[src/sv/racorr_pkg.sv]
// ----------------------------------------------------------------------------
// racorr_pkg
// Shared types and constants for the running autocorrelation block.
// ----------------------------------------------------------------------------
package racorr_pkg;

	localparam int VALUE_WIDTH = 48;
	localparam int FRAC_BITS   = 30;

	// register indexes
	localparam logic [3:0] REG_MAX_LAG   = 4'd0;
	localparam logic [3:0] REG_NORMALIZE = 4'd1;
	localparam logic [3:0] REG_SKIP_LAG0 = 4'd2;

	typedef enum logic [2:0] {
		ST_IDLE,
		ST_CLEAR,
		ST_MAC_RD,
		ST_MAC,
		ST_EMIT_RD,
		ST_EMIT,
		ST_DIV,
		ST_OUT
	} racorr_state_t;

	// controller to datapath commands
	typedef struct packed {
		logic take_item;   // latch input item
		logic clear_step;  // clear one channel row entry
		logic mem_read;    // registered memory read at lag counter
		logic mac_step;    // one multiply-accumulate at lag counter
		logic emit_read;   // take read accumulator for output
		logic div_start;   // start divider
		logic out_load;    // load output register
		logic lag_clr;     // reset lag counter
		logic lag_inc;     // advance lag counter
	} racorr_cmd_t;

	// datapath to controller status
	typedef struct packed {
		logic lag_done;    // lag counter at effective max lag
		logic slice_end;   // latched slice end flag
		logic restart;     // latched restart flag
		logic need_div;    // current emitted value needs division
		logic div_busy;    // divider still working
		logic ch_ok;       // channel within range
	} racorr_sts_t;

endpackage

[src/sv/racorr_ctrl.sv]
// ----------------------------------------------------------------------------
// racorr_ctrl
// Controller: sequences clear, MAC over lags, division and result emission.
// ----------------------------------------------------------------------------
module racorr_ctrl (
	input  logic                    clk,
	input  logic                    arst_n,
	input  logic                    in_valid,
	output logic                    in_stall,
	output logic                    out_valid,
	input  logic                    out_stall,
	input  racorr_pkg::racorr_sts_t sts,
	output racorr_pkg::racorr_cmd_t cmd
);
	import racorr_pkg::*;

	racorr_state_t state_q, state_d;
	logic          ov_q, ov_d;
	logic          wait_q, wait_d;          // divider result pending

	// state register
	always_ff @(posedge clk or negedge arst_n) begin
		if (!arst_n) begin
			state_q    <= ST_IDLE;
			ov_q       <= 1'b0;
			wait_q     <= 1'b0;
		end else begin
			state_q    <= state_d;
			ov_q       <= ov_d;
			wait_q     <= wait_d;
		end
	end

	assign out_valid = ov_q;
	assign in_stall  = state_q != ST_IDLE;

	// next state and commands
	always_comb begin
		state_d    = state_q;
		ov_d       = ov_q && out_stall;
		wait_d     = wait_q;
		cmd        = '0;
		case (state_q)
			ST_IDLE: begin
				if (in_valid && sts.ch_ok) begin
					cmd.take_item = 1'b1;
					cmd.lag_clr   = 1'b1;
					state_d       = ST_CLEAR;
				end
			end
			ST_CLEAR: begin
				// row clear up to the effective max lag when restarting
				if (!sts.restart) begin
					state_d = ST_MAC_RD;
				end else begin
					cmd.clear_step = 1'b1;
					if (sts.lag_done) begin
						cmd.lag_clr = 1'b1;
						state_d     = ST_MAC_RD;
					end else begin
						cmd.lag_inc = 1'b1;
					end
				end
			end
			ST_MAC_RD: begin
				cmd.mem_read = 1'b1;
				state_d = ST_MAC;
			end
			ST_MAC: begin
				cmd.mac_step = 1'b1;
				if (sts.lag_done) begin
					cmd.lag_clr = 1'b1;
					state_d = sts.slice_end ? ST_EMIT_RD : ST_IDLE;
				end else begin
					cmd.lag_inc = 1'b1;
					state_d = ST_MAC_RD;
				end
			end
			ST_EMIT_RD: begin
				cmd.mem_read = 1'b1;
				state_d = ST_EMIT;
			end
			ST_EMIT: begin
				cmd.emit_read = 1'b1;
				state_d = ST_DIV;
				wait_d  = 1'b0;
			end
			ST_DIV: begin
				if (sts.need_div && !wait_q) begin
					cmd.div_start = 1'b1;
					wait_d = 1'b1;
				end else if (!sts.div_busy && !ov_d) begin
					cmd.out_load = 1'b1;
					ov_d = 1'b1;
					state_d = ST_OUT;
				end
			end
			ST_OUT: begin
				if (!ov_d) begin
					if (sts.lag_done) begin
						state_d = ST_IDLE;
					end else begin
						cmd.lag_inc = 1'b1;
						state_d = ST_EMIT_RD;
					end
				end
			end
			default: state_d = ST_IDLE;
		endcase
	end
endmodule

[config.mk]
export PLATFORM = sky130hd
export DESIGN_NAME = racorr_ctrl
export DESIGN_NICKNAME = d
export VERILOG_FILES = /design/src/sv/racorr_pkg.sv /design/src/sv/racorr_ctrl.sv
export SDC_FILE = /design/constraint.sdc
export NUM_CORES = 1
export LEC_CHECK = 0
export BUFFER_PORTS_ARGS = -buffer_cell sky130_fd_sc_hd__buf_2
export CORE_AREA = 2 2 39 41
export DETAILED_ROUTE_END_ITERATION = 16
export DIE_AREA = 0 0 41 43
export GPL_ROUTABILITY_DRIVEN = 0
export PLACE_DENSITY_LB_ADDON = 0.25
export SETUP_SLACK_MARGIN = 0.5
export SYNTH_ARGS = -nofsm -noshare
export SYNTH_HDL_FRONTEND = slang
export SYNTH_SLANG_ARGS = --single-unit
[constraint.sdc]
create_clock -name clk -period 1.4 [get_ports clk]
set_input_delay 0.28 -clock clk [delete_from_list [all_inputs] [get_ports clk]]
set_output_delay 0.28 -clock clk [all_outputs]
set_load 0.005 [all_outputs]
==> qor.csv <==
stage;metric;value;unit
layout;Util after Layout;66.37;%
sta;worst slew pin tran;0.1809;ns
power;VDD IR-drop max;1.090;mV
logic_synthesis;Synth top area share;32.57;%
setup_path;Crit. End Element;primary output;
logic_synthesis;async set-reset flop share out of synthesis;100.0;%
layout;nets;106;
logic_synthesis;Syn Nets;55;
sta;Peak Freq;0.5842;GHz
cts;TritonCTS clock tree;built;
layout;fraction of layout cells with a size suffix above 1;76.84;%
global_routing;initial antenna violation count;0;
power;LEAKAGE;0.4519;nW
global_routing;largest net degree at the start of global routing;11;
sta;Final Critical Period;1.712;ns
sta;final hold violation count;0;
setup_path;Critical Path RT;1.12;ns
floorplanning;IO Count;21;
logic_synthesis;largest area contributor in the netlist;dfrtp_1;
setup_path;worst path cell trace;nand2_4 > or4b_4 > a21oi_2 > buf_2;
logic_synthesis;Unique masters post-synth;28;
floorplanning;row count;14;
flow_run;max-cap violation count;0;
sta;Slew Limit Fails;0;
sta;Setup Viol. Count Final;12;
logic_synthesis;FF+latch count, synth;5;
cts;clock slew seen by the registers of the worst setup and hold paths;0.06;ns
layout;non-filler cells, final;111;
worst_hold_path;worst min path class;input pin to flip-flop;
global_routing;grt met2 use;26.25;%
place;placed cell count;90;
drt;via count;557;
logic_synthesis;Syn Area/Cell;8.536;sq um
logic_synthesis;Synth Flop Type;dfrtp_1;
floorplanning;die footprint;0.001763;sq mm
layout;FILL cells;99;
drt;first drt pass iteration count;4;
cts;worst skew pair latency;0.25;ns
drt;ANT nets after route;0;
global_routing;grt ovf;0;
setup_path;Max stage delay on crit path;0.49;ns
setup_path;slowest stage cell, crit path;or4b_4;
floorplanning;core area;0.001384;sq mm
drt;via-per-instance ratio;5.018;
global_routing;GRT busiest layer;met2;
global_routing;GR Util met3;8.901;%
power;Final Power;2.045;mW
logic_synthesis;Post-Syn Area;384.1;sq um
logic_synthesis;top post-synthesis cells by area;dfrtp_1 (33%), nor2_1 (4.9%), nand2_1 (3.9%);
sta;clock skew;0.01464;ns
setup_path;crit path DAT;1.43;ns
place;# port buffers;20;
cts;CTS Sinks;5;
global_routing;first-pass GRT wire length;2139;microns
setup_path;worst-path maximum fanout;3;
power;cell area power density;2227;mW/mm^2
sta;RSZ-0062 raised after global routing;true;
status;status;finished, violations left;
floorplanning;Die X;41;microns
sta;crit share post-route;122.3;%
layout;Area growth syn-to-layout;139.1;%
cts;H-tree depth;1;
global_routing;vias in the first global route;508;
logic_synthesis;number of flops mapped to enable cells by yosys;0;
drt;Detailed Route Iter0 Violations;7;
drt;WL/cell;12.76;microns
floorplanning;Initial Util;27.76;%
place;post-place setup slack;-0.05287;ns
setup_path;crit path launch type;flip-flop;
global_routing;routing usage on met1;19.02;%
setup_path;CP Class;flip-flop to primary output;
sta;PnR worst setup slack;-0.3117;ns
sta;setup_tns;-2.180;ns
drt;drt total wl;1416;microns
cts;CTS buffer count;3;
logic_synthesis;Syn Inst Count;45;
logic_synthesis;Seq/Total Area, Yosys;32.57;%
place;post-DP HPWL;856.3;microns
status;failing checks;setup timing;
cts;maximum clock insertion buffer count;2;
floorplanning;Die Ht;43;microns
global_routing;gr usage total;18.59;%
sta;worst rel slew slack;87.89;%
logic_synthesis;leading cell types by count after synthesis;dfrtp_1 (5), nor2_1 (5), nand2_1 (4), inv_1 (3);
logic_synthesis;synth warn;0;
drt;DRC viols;0;
cts;Root Buffer;clkbuf_4;
layout;ANT cells;0;
-- report_power, final --
part / total (mW) / internal [mW] / switching, mW / leakage, nW
Sequential: 0.307 / 0.224 / 0.0834 / 0.0569
Clock: 0.177 / 0.108 / 0.0687 / 0.0150
Combinational: 1.56 / 0.971 / 0.589 / 0.380
-- layout make-up --
class	instances	area (sq um)	share of cell area (%)
multi-input cells	34	314.1	34.20
clock buffers	4	26.28	2.861
flip-flops and latches	5	128.9	14.03
repair buffers	49	412.9	44.96
well taps	16	20.02	2.180
inverters	3	16.27	1.771
-- stage by stage --
stage	hold slack [ns]	instance area, sq um
6_report	0.3161	918.4
5_1_grt	0.3046	918.4
4_1_cts	0.3258	790.8
3_3_place_gp	0.1070	584.3
3_5_place_dp	0.1034	584.3
2_1_floorplan	-0.01559	395.4
-- critical path: cells and delay by family (launching register included) --
| family | cells | cell delay [ns] |
|---|---|---|
| flip-flops | 1 | 0.41 |
| AO/OA/AOI/OAI | 1 | 0.11 |
| AND/OR/NAND/NOR | 2 | 0.55 |
| buffers and inverters | 1 | 0.11 |
-- state kept, by name, indices dropped and copies added, names as in the netlist --
signal / cells
state_q: 3
out_valid: 1
wait_q: 1
-- per-layer routing --
layer  vias up  routed length (microns)
met4         0                       63
met2        21                      744
met1       263                      527
met5         -                        0
li1        265                        -
met3         8                       80
-- cell families after synthesis --
logic type / Yosys count / share of synthesized area [%]
AO/OA/AOI/OAI: 13 / 23.78
XOR/XNOR: 1 / 2.281
buffers and inverters: 6 / 8.469
flip-flops: 5 / 32.57
AND/OR/NAND/NOR: 20 / 32.90
-- layout by cell type, fill, tap and decap left out, drive strengths merged, types with 2 or more instances in the layout --
| cell | n |
|---|---|
| clkbuf | 5 |
| nor2 | 5 |
| nor3b | 2 |
| buf | 47 |
| nand2 | 5 |
| a21oi | 3 |
| inv | 3 |
| dfrtp | 5 |
| o21ai | 2 |
-- path summary, 6_finish.rpt --
| path | from | cells after the start | slack [ns] | endpoint |
|---|---|---|---|---|
| min in group asynchronous | arst_n | 2 | 0.42 | state_q[1] |
| max in group asynchronous | arst_n | 2 | 0.80 | out_valid |
| worst min register to register | wait_q | 2 | 0.53 | wait_q |
| worst max register to register | state_q[1] | 6 | -0.09 | state_q[0] |
| worst max-delay path | state_q[2] | 4 | -0.31 | cmd[2] |
| worst min-delay path | sts[4] | 3 | 0.32 | state_q[2] |
-- timing repair --
item                                    4_1_cts  5_1_grt
pin swaps                                     9        6
resized for setup                            26       15
endpoints found under the hold margin         5        0
hold buffers                                  1        0
endpoints found under the setup margin       16       16
cloned                                        0        1
setup buffers                                 8        7
Power figures use the tool's default switching activity.
